===== config.mk =====
export PLATFORM = sky130hd
export DESIGN_NAME = rgb_brightness_contrast_saturation_unit
export DESIGN_NICKNAME = d
export VERILOG_FILES = /design/src/hdl/rbcs_pkg.sv /design/src/hdl/rbcs_contrast.sv /design/src/hdl/rbcs_saturation.sv /design/src/hdl/rgb_brightness_contrast_saturation_unit.sv
export SDC_FILE = /design/constraint.sdc
export NUM_CORES = 2
export LEC_CHECK = 0
export BUFFER_PORTS_ARGS = -buffer_cell sky130_fd_sc_hd__buf_2
export CORE_UTILIZATION = 35
export CTS_CLUSTER_SIZE = 20
export DETAILED_ROUTE_END_ITERATION = 8
export GPL_ROUTABILITY_DRIVEN = 0
export SLEW_MARGIN = 40
export SYNTH_ARGS = -nofsm -noshare
export SYNTH_HDL_FRONTEND = slang
export SYNTH_HIERARCHICAL = 1
export SYNTH_SLANG_ARGS = --single-unit
export TNS_END_PERCENT = 20

===== constraint.sdc =====
create_clock -name i_clk -period 10.9 [get_ports i_clk]
set_input_delay 2.18 -clock i_clk [delete_from_list [all_inputs] [get_ports i_clk]]
set_output_delay 2.18 -clock i_clk [all_outputs]
set_load 0.05 [all_outputs]

===== src/hdl/rbcs_pkg.sv =====
// Shared types and constants for the RGB brightness/contrast/saturation unit.
// No dependencies; every other file in hdl/ imports this package.
`default_nettype none

package rbcs_pkg;

    // Pipeline depth: three stages for contrast, three for saturation.
    localparam int NUM_STAGES = 6;

    // Luma weights in Q0.16; they sum to 65536.
    localparam logic [15:0] LUMA_R = 16'd19595;
    localparam logic [15:0] LUMA_G = 16'd38470;
    localparam logic [15:0] LUMA_B = 16'd7471;

    localparam logic [11:0] GAIN_UNITY = 12'd256;

    typedef enum logic [1:0] {
        CFG_BRIGHTNESS = 2'd0,
        CFG_CONTRAST   = 2'd1,
        CFG_SATURATION = 2'd2
    } t_cfg_idx;

    // Per-stage load enables, stage 0 nearest the input.
    typedef logic [NUM_STAGES-1:0] t_stage_en;

    // Channel triple: index 0 red, 1 green, 2 blue.
    typedef logic [2:0][7:0] t_rgb;

    typedef struct packed {
        logic [7:0] in_red;
        logic [7:0] in_green;
        logic [7:0] in_blue;
        logic       in_last_pixel;
    } t_pix_in;

    typedef struct packed {
        logic [7:0] out_red;
        logic [7:0] out_green;
        logic [7:0] out_blue;
        logic       out_last_pixel;
    } t_pix_out;

endpackage

`default_nettype wire


===== src/hdl/rbcs_contrast.sv =====
// Brightness and contrast pipeline: offset add, gain multiply, clamp.
// Uses rbcs_pkg; occupies pipeline stages 0..2.
`default_nettype none

module rbcs_contrast
    import rbcs_pkg::*;
(
    input  wire logic        i_clk,
    input  wire t_stage_en   i_en,
    input  wire t_rgb        i_rgb,
    input  wire logic [15:0] i_offset,
    input  wire logic [11:0] i_gain,
    output t_rgb             o_rgb
);

    localparam logic signed [17:0] MID_Q8   = 18'sd32768;
    localparam logic signed [30:0] MID_Q16  = 31'sd8388608;

    t_rgb r_out;

    for (genvar gi = 0; gi < 3; gi++) begin : g_ch
        logic signed [17:0] n_v;
        logic signed [17:0] r_v;
        logic signed [30:0] n_p;
        logic signed [30:0] r_p;
        logic        [7:0]  n_c;

        // Stage 0: Q8.8 value relative to mid level
        always_comb begin
            n_v = $signed({2'b00, i_rgb[gi], 8'h00})
                + $signed({{2{i_offset[15]}}, i_offset}) - MID_Q8;
        end

        // Stage 1: contrast gain, back to Q16 around mid level
        always_comb begin
            n_p = r_v * $signed({1'b0, i_gain}) + MID_Q16;
        end

        // Stage 2: clamp to 0..255 and floor
        always_comb begin
            if (r_p[30]) begin
                n_c = 8'd0;
            end else if (|r_p[29:24]) begin
                n_c = 8'd255;
            end else begin
                n_c = r_p[23:16];
            end
        end

        always_ff @(posedge i_clk) begin
            if (i_en[0]) begin
                r_v <= n_v;
            end
            if (i_en[1]) begin
                r_p <= n_p;
            end
            if (i_en[2]) begin
                r_out[gi] <= n_c;
            end
        end
    end

    assign o_rgb = r_out;

endmodule

`default_nettype wire


===== src/hdl/rbcs_saturation.sv =====
// Saturation pipeline: luma sum, distance-from-gray multiply, clamp.
// Uses rbcs_pkg; occupies pipeline stages 3..5.
`default_nettype none

module rbcs_saturation
    import rbcs_pkg::*;
(
    input  wire logic        i_clk,
    input  wire t_stage_en   i_en,
    input  wire t_rgb        i_rgb,
    input  wire logic [11:0] i_gain,
    output t_rgb             o_rgb
);

    logic [23:0] n_g;
    logic [23:0] r_g;
    logic [23:0] r_ge;
    t_rgb        r_cd;
    t_rgb        r_out;

    // Stage 3: gray level in Q16, no rounding
    always_comb begin
        n_g = LUMA_R * 24'(i_rgb[0]) + LUMA_G * 24'(i_rgb[1]) + LUMA_B * 24'(i_rgb[2]);
    end

    always_ff @(posedge i_clk) begin
        if (i_en[3]) begin
            r_g  <= n_g;
            r_cd <= i_rgb;
        end
        if (i_en[4]) begin
            r_ge <= r_g;
        end
    end

    for (genvar gi = 0; gi < 3; gi++) begin : g_ch
        logic signed [24:0] n_d;
        logic signed [37:0] n_m;
        logic signed [37:0] r_m;
        logic signed [38:0] n_q;
        logic        [7:0]  n_c;

        // Stage 4: distance from gray times saturation gain
        always_comb begin
            n_d = $signed({1'b0, r_cd[gi], 16'h0000}) - $signed({1'b0, r_g});
            n_m = n_d * $signed({1'b0, i_gain});
        end

        // Stage 5: add gray back in Q24, clamp and floor
        always_comb begin
            n_q = $signed({7'b0, r_ge, 8'h00}) + r_m;
            if (n_q[38]) begin
                n_c = 8'd0;
            end else if (|n_q[37:32]) begin
                n_c = 8'd255;
            end else begin
                n_c = n_q[31:24];
            end
        end

        always_ff @(posedge i_clk) begin
            if (i_en[4]) begin
                r_m <= n_m;
            end
            if (i_en[5]) begin
                r_out[gi] <= n_c;
            end
        end
    end

    assign o_rgb = r_out;

endmodule

`default_nettype wire


===== src/hdl/rgb_brightness_contrast_saturation_unit.sv =====
// RGB brightness/contrast/saturation adjuster. Takes one pixel per clock when
// the output is not stalled and returns each result after the six register
// stages (offset add, contrast multiply, clamp, luma sum, saturation multiply,
// clamp). A stall on the output freezes only stages that hold data, so bubbles
// are squeezed out.
// Configuration writes take effect at once and are meant for idle periods.
// Unity gains and zero offset reduce to identity without a separate bypass.
// Depends on rbcs_pkg, rbcs_contrast and rbcs_saturation.
`default_nettype none

module rgb_brightness_contrast_saturation_unit
    import rbcs_pkg::*;
(
    input  wire logic        i_clk,
    input  wire logic        i_rst_n,
    input  wire logic        i_valid,
    output logic             o_ready,
    input  wire t_pix_in     i_data,
    output logic             o_valid,
    input  wire logic        i_ready,
    output t_pix_out         o_data,
    input  wire logic        i_cfg_we,
    input  wire logic [1:0]  i_cfg_idx,
    input  wire logic [15:0] i_cfg_data
);

    logic [15:0]           r_offset;
    logic [11:0]           r_contrast;
    logic [11:0]           r_saturation;
    logic [NUM_STAGES-1:0] r_vld;
    logic [NUM_STAGES-1:0] r_last;
    t_stage_en             w_en;
    t_rgb                  w_in_rgb;
    t_rgb                  w_s1_rgb;
    t_rgb                  w_s2_rgb;

    // Configuration registers
    always_ff @(posedge i_clk) begin
        if (!i_rst_n) begin
            r_offset     <= 16'd0;
            r_contrast   <= GAIN_UNITY;
            r_saturation <= GAIN_UNITY;
        end else if (i_cfg_we) begin
            case (t_cfg_idx'(i_cfg_idx))
                CFG_BRIGHTNESS: r_offset     <= i_cfg_data;
                CFG_CONTRAST:   r_contrast   <= i_cfg_data[11:0];
                CFG_SATURATION: r_saturation <= i_cfg_data[11:0];
                default: ;
            endcase
        end
    end

    // A stage loads when it is empty or its contents move on
    always_comb begin
        w_en[NUM_STAGES-1] = !r_vld[NUM_STAGES-1] || i_ready;
        for (int k = NUM_STAGES - 2; k >= 0; k--) begin
            w_en[k] = !r_vld[k] || w_en[k+1];
        end
    end

    always_ff @(posedge i_clk) begin
        if (!i_rst_n) begin
            r_vld <= '0;
        end else begin
            if (w_en[0]) begin
                r_vld[0] <= i_valid;
            end
            for (int k = 1; k < NUM_STAGES; k++) begin
                if (w_en[k]) begin
                    r_vld[k] <= r_vld[k-1];
                end
            end
        end
    end

    always_ff @(posedge i_clk) begin
        if (w_en[0]) begin
            r_last[0] <= i_data.in_last_pixel;
        end
        for (int k = 1; k < NUM_STAGES; k++) begin
            if (w_en[k]) begin
                r_last[k] <= r_last[k-1];
            end
        end
    end

    assign w_in_rgb[0] = i_data.in_red;
    assign w_in_rgb[1] = i_data.in_green;
    assign w_in_rgb[2] = i_data.in_blue;

    rbcs_contrast u_contrast (
        .i_clk    (i_clk),
        .i_en     (w_en),
        .i_rgb    (w_in_rgb),
        .i_offset (r_offset),
        .i_gain   (r_contrast),
        .o_rgb    (w_s1_rgb)
    );

    rbcs_saturation u_saturation (
        .i_clk  (i_clk),
        .i_en   (w_en),
        .i_rgb  (w_s1_rgb),
        .i_gain (r_saturation),
        .o_rgb  (w_s2_rgb)
    );

    assign o_ready               = w_en[0];
    assign o_valid               = r_vld[NUM_STAGES-1];
    assign o_data.out_red        = w_s2_rgb[0];
    assign o_data.out_green      = w_s2_rgb[1];
    assign o_data.out_blue       = w_s2_rgb[2];
    assign o_data.out_last_pixel = r_last[NUM_STAGES-1];

endmodule

`default_nettype wire


**Word level (Yosys, flattened, before mapping)**

Index checks and enable logic that the tools add are counted.

- Flip-flop bits (word level): 433
- Word-level logic and storage cells: 91
- Output and inout bits: 27
- Bits of input ports: 48

- Reduce and logical (&&, ||, !) cells: 22
- Multipliers: 9
- Eq/ne operators: 2
- Add/sub/neg operators: 17
- Mux-type cells: 6

Operators by type and width:

| cell | number |
|---|---|
| adder 33 x 38 -> 39 bit | 3 |
| multiplier 25 x 13 -> 38 bit | 3 |
| adder 31 x 25 -> 31 bit, second input constant | 3 |
| multiplier 18 x 13 -> 31 bit | 3 |
| subtractor 24 x 24 -> 25 bit | 3 |
| adder 17 x 16 -> 18 bit | 3 |
| subtractor 18 x 17 -> 18 bit, second input constant | 3 |
| 2-to-1 mux 8 bit | 6 |
| multiplier 15 x 8 -> 23 bit, first input constant | 2 |
| OR reduction 6 bit | 6 |
| adder 23 x 24 -> 24 bit | 1 |
| adder 24 x 21 -> 24 bit | 1 |
| multiplier 13 x 8 -> 21 bit, first input constant | 1 |
| zero test 1 bit | 6 |
| logical OR 1 bit | 6 |
| AND reduction 2 bit | 3 |
| == test 2 x 1 -> 1 bit, second input constant | 1 |
| == test 2 bit, second input constant | 1 |
| zero test 2 bit | 1 |

**Logic depth before layout (Yosys ltp)**

- Depth in word-level cells: 7
- Gate-level depth with buffers: 33
- Depth with buffers taken out: 31

**Cells and area by module**

The synthesis kept the hierarchy.

Modules (own cells, without submodules):

| module | times used | cells each | area an instance (um^2) | sequential area each (um^2) |
|---|---|---|---|---|
| rbcs_saturation | 1 | 3,696 | 35,918.2 | 5,104.9 |
| rbcs_contrast | 1 | 2,382 | 24,370.9 | 3,213.1 |
| rgb_brightness_contrast_saturation_unit | 1 | 211 | 1,940.6 | 1,101.1 |

**Worst setup path before layout**

Ideal clock, no wire load.

- Path type: flip-flop to flip-flop
- From: register u_saturation.r_g[0]
- To: register u_saturation.g_ch[0].r_m[34], data pin
- Data arrival time: 7,216 ps
- Setup slack: 3,413 ps
- Library setup time: 271 ps
- Data required time: 10,629 ps
- Buffers on the path: 2
- Stages on the path, launching flop included: 30
- Cells stage by stage: edfxtp_1 buf_1 inv_1 ha_1 inv_1 nor4_2 a31o_1 a21o_1 a21oi_1 nor3_1 a41oi_1 clkbuf_1 nand2_1 fa_1 fa_1 inv_1 fa_1 fa_1 inv_1 fa_1 inv_1 ha_1 and3_1 and3_1 a32o_1 a21oi_1 a21oi_1 and4_1 a2111oi_0 xnor2_1

- Word-level cells in the longest chain between the ends: 2

RTL lines:

| item | RTL line | text |
|---|---|---|
| start: declaration | rbcs_saturation.sv:16 | `logic [23:0] r_g;` |
| start signal: assignment | rbcs_saturation.sv:28 | `r_g <= n_g;` |
| subtractor 24 x 24 -> 25 bit | rbcs_saturation.sv:45 | `n_d = $signed({1'b0, r_cd[gi], 16'h0000}) - $signed({1'b0, r_g});` |
| multiplier 25 x 13 -> 38 bit | rbcs_saturation.sv:46 | `n_m = n_d * $signed({1'b0, i_gain});` |
| net u_saturation.g_ch[0].n_m[34] | rbcs_saturation.sv:38 | `logic signed [37:0] n_m;` |
| end signal: assignment | rbcs_saturation.sv:63 | `r_m <= n_m;` |
| end: declaration | rbcs_saturation.sv:39 | `logic signed [37:0] r_m;` |

The timed path passes the listed nets, and every way through them passes these cells.
A chain may end at the register's enable or synchronous reset.

**Worst setup path in the final report**

- From: register u_saturation.r_g[0]
- To: register u_saturation.g_ch[1].r_m[37], data pin

- Word-level cells in the longest chain between the ends: 2

RTL lines:

| item | RTL line |
|---|---|
| subtractor 24 x 24 -> 25 bit | rbcs_saturation.sv:45 |
| multiplier 25 x 13 -> 38 bit | rbcs_saturation.sv:46 |
| net u_saturation.g_ch[1].n_m[37] | rbcs_saturation.sv:38 |
| end signal: assignment | rbcs_saturation.sv:63 |
| end: declaration | rbcs_saturation.sv:39 |

The timed path passes the listed nets, and every way through them passes these cells.

==> metrics.md <==
| Metric | Value |
|---|---|
| Outcome | `finished, violations left` |
| Failing checks | `DRC` |
| Clock sinks | `329` |
| Req. time, crit path | `11.24 ns` |
| Layout net count | `8,169` |
| Sequential area share after synthesis | `0.151` |
| Hold Path Class | `reg -> reg` |
| Fin crit period | `8.78 ns` |
| Max-slew violation count | `0` |
| Critical Path Sink Type | `flip-flop` |
| Synth top area share | `0.395` |
| Die area | `179,000 sq um` |
| # setup viols final | `0` |
| Hold path cells | `0` |
| Initial DRC count | `2,345` |
| Setup bufs post-CTS | `0` |
| Synth top cells by count | `inv_1 (1,469), fa_1 (1,227), nand2_1 (696)` |
| Syn avg cell area | `9.90 sq um` |
| Global route overflow | `0` |
| R2R Setup Slk | `2.12 ns` |
| Largest net degree at the start of global routing | `70` |
| Clock root cell | `clkbuf_16` |
| Vias in the first global route | `45,400` |
| Mapped Nets | `8,206` |
| Port bufs | `74` |
| Global-route wire length before repair | `248 mm` |
| Critical path's most frequent cell | `inv_1` |
| Post-Syn Instances | `6,289` |
| YS warnings | `6` |
| Startpoint Class | `flip-flop` |
| Reg2reg path depth | `30` |
| Least-Margin Pin Slew | `0.832 ns` |
| Routed len/inst | `17.8 um` |
| Crit path max-delay family | `adder cells` |
| Hold wc startpoint | `r_last[2]` |
| WS Path Type | `reg -> reg` |
| Crit path DAT | `9.12 ns` |
| Drt pass-1 iters | `8` |
| Largest cells by area after synthesis | `fa_1 (39%), edfxtp_1 (14%), ha_1 (13%)` |
| Die Y-Extent | `424 um` |
| Period utilisation layout | `0.806` |
| Most common cell in the netlist | `inv_1` |
| Hold Vio Cnt, Final | `0` |
| CTS resizes | `0` |
| M1 WL | `around 67 mm` |
| FF+latch count, synth | `329` |
| Crit-path slowest cell | `edfxtp_1` |
| Share of cells above drive strength 1 | `0.0433` |
| Row count | `154` |
| Crit Path Max Fanout | `16` |
| CTS clk-pin slew, worst paths | `around 0.060 ns` |
| RR Startpoint | `u_saturation/r_g[0]` |
| WL met2 | `75.1 mm` |
| Cts bufs inserted | `42` |
| FF-to-FF End | `u_saturation/g_ch[1].r_m[37]` |
| Met3 wire len | `7.01 mm` |
| Crit path buffers/inverters | `6` |
| Mapped cell area | `62,200 sq um` |
| Post-synth EDFFs | `283` |
| Number of max-cap violations | `0` |
| RSZ-0062 raised after global routing | `false` |
| Total GRT Usage | `0.175` |
| Crit-path max cell delay | `0.60 ns` |
| Asr flop ratio synth | `0` |
| Number of routed nets with antenna violations | `0` |
| Setup TNS Final | `0 ns` |
| Achievable Freq | `0.114 GHz` |
| H-Tree Level Count | `2` |
| Core ar. | `176,000 sq um` |
| Synth area leader | `fa_1` |
| Hold endpoint | `r_last[3]` |
| Total Wirelength | `154 mm` |
| Most common flop cell mapped by yosys | `edfxtp_1` |
| CTS Buffer Depth | `3` |
| CTS tree | `done` |
| Top Ports | `75` |
| HPWL after detailed placement | `between 100 and 150 mm` |
| Highest routed layer | `met5` |
| Worst-case headroom to the max-slew limit | `0.445` |
| Worst skew pair latency | `0.61 ns` |
| Die Wd | `424 um` |
| Via density | `4.86` |
| DR DRC count | `12` |
| Initial Util | `0.353` |
| Via count | `41,900` |
| Setup Skew | `around 0.029 ns` |
| Yosys cell types | `86` |
| Initial antenna violation count | `7` |
| Layout area overhead | `7.11%` |
| Cts hold-fix bufs | `0` |
## cell families after synthesis
logic type                 share of synthesized area
DFF                                            0.151
xor gates and xnor gates                      0.0367
muxes                                       0.000322
and+or+nand+nor                                0.121
adders and majority gates                      0.524
AOI/OAI and AO/OA                             0.0643
buffers and inverters                          0.102
## how the worst max path moves through the flow
stage	depth (start not counted)	startpoint	end
finish	30	u_saturation/r_g[0]	u_saturation/g_ch[1].r_m[37]
detailed placement	24	u_saturation/r_g[5]	u_saturation/g_ch[2].r_m[37]
global placement	28	u_saturation/r_g[7]	u_saturation/g_ch[1].r_m[37]
CTS	28	u_saturation/r_g[7]	u_saturation/g_ch[1].r_m[37]
floorplan	29	u_saturation/r_g[0]	u_saturation/g_ch[0].r_m[34]
global route	24	u_saturation/r_g[5]	u_saturation/g_ch[2].r_m[37]
## area by class of cell
type	instances	area, sq um
clock buffer	49	1120
sequential	329	9440
inverter	1469	5510
antenna	2	5.00
clock inverter	28	282
timing repair buffer	126	764
fill	17600	110000
tap	2340	2930
multi-input combinational	4284	46600
## cell usage in the layout, fill, tap and decap left out, drive strengths merged, types with 6 or more instances in the layout
master	Yosys	routed
and3	25	25
a31o	7	7
a31oi	20	20
edfxtp	283	283
a21o	81	81
nor4	10	10
buf	25	126
o211ai	17	17
clkbuf	182	49
xnor2	180	180
a311oi	7	7
xor2	80	80
a2111oi	6	6
o41ai	6	6
fa	1227	1227
inv	1469	1475
or3	14	14
nand2	697	697
a211oi	18	18
o31a	6	6
dfxtp	46	46
ha	642	642
or4	8	8
nand3	40	40
nor2	174	174
o2111ai	9	9
nor2b	20	20
clkinv	0	14
o21a	59	59
or2	8	8
o21ai	92	92
and2	475	475
o21bai	23	23
a21boi	42	42
nor3	39	39
a21oi	168	168
nand4	10	10
o31ai	10	10
nand2b	15	15
## per-layer routing
metal  GRT usage  vias up
met5           0        -
met4      0.0483        2
met3      0.0172      244
met2       0.304      950
met1       0.232    21600
li1            -    19100
## sequential cells by signal, summed over array words and instances, names as in the netlist
name,count
r_offset,16
r_last,6
u_contrast/o_rgb,24
r_saturation,12
u_saturation/r_cd,24
u_saturation/r_ge,24
r_vld,6
u_saturation/o_rgb,24
r_contrast,12
u_contrast/g_ch.r_v,38
u_contrast/g_ch.r_p,45
u_saturation/g_ch.r_m,74
u_saturation/r_g,24
## metrics by stage
stage / setup slack, ns / hold WS [ns] / util / cell area (sq um) / std cells
2_1_floorplan: 3.41 / 0.400 / - / 62200 / 6289
3_3_place_gp: 2.02 / 0.407 / 0.369 / 65100 / 8547
3_5_place_dp: 2.03 / 0.407 / 0.370 / 65200 / 8548
4_1_cts: 2.03 / 0.418 / 0.378 / 66600 / 8625
5_1_grt: 1.65 / 0.428 / 0.378 / 66700 / 8625
6_report: 2.12 / 0.420 / 0.378 / 66700 / 8627
Power is not shown: default switching activity piles up to over one toggle a cycle in this logic, so the estimate is an artifact.
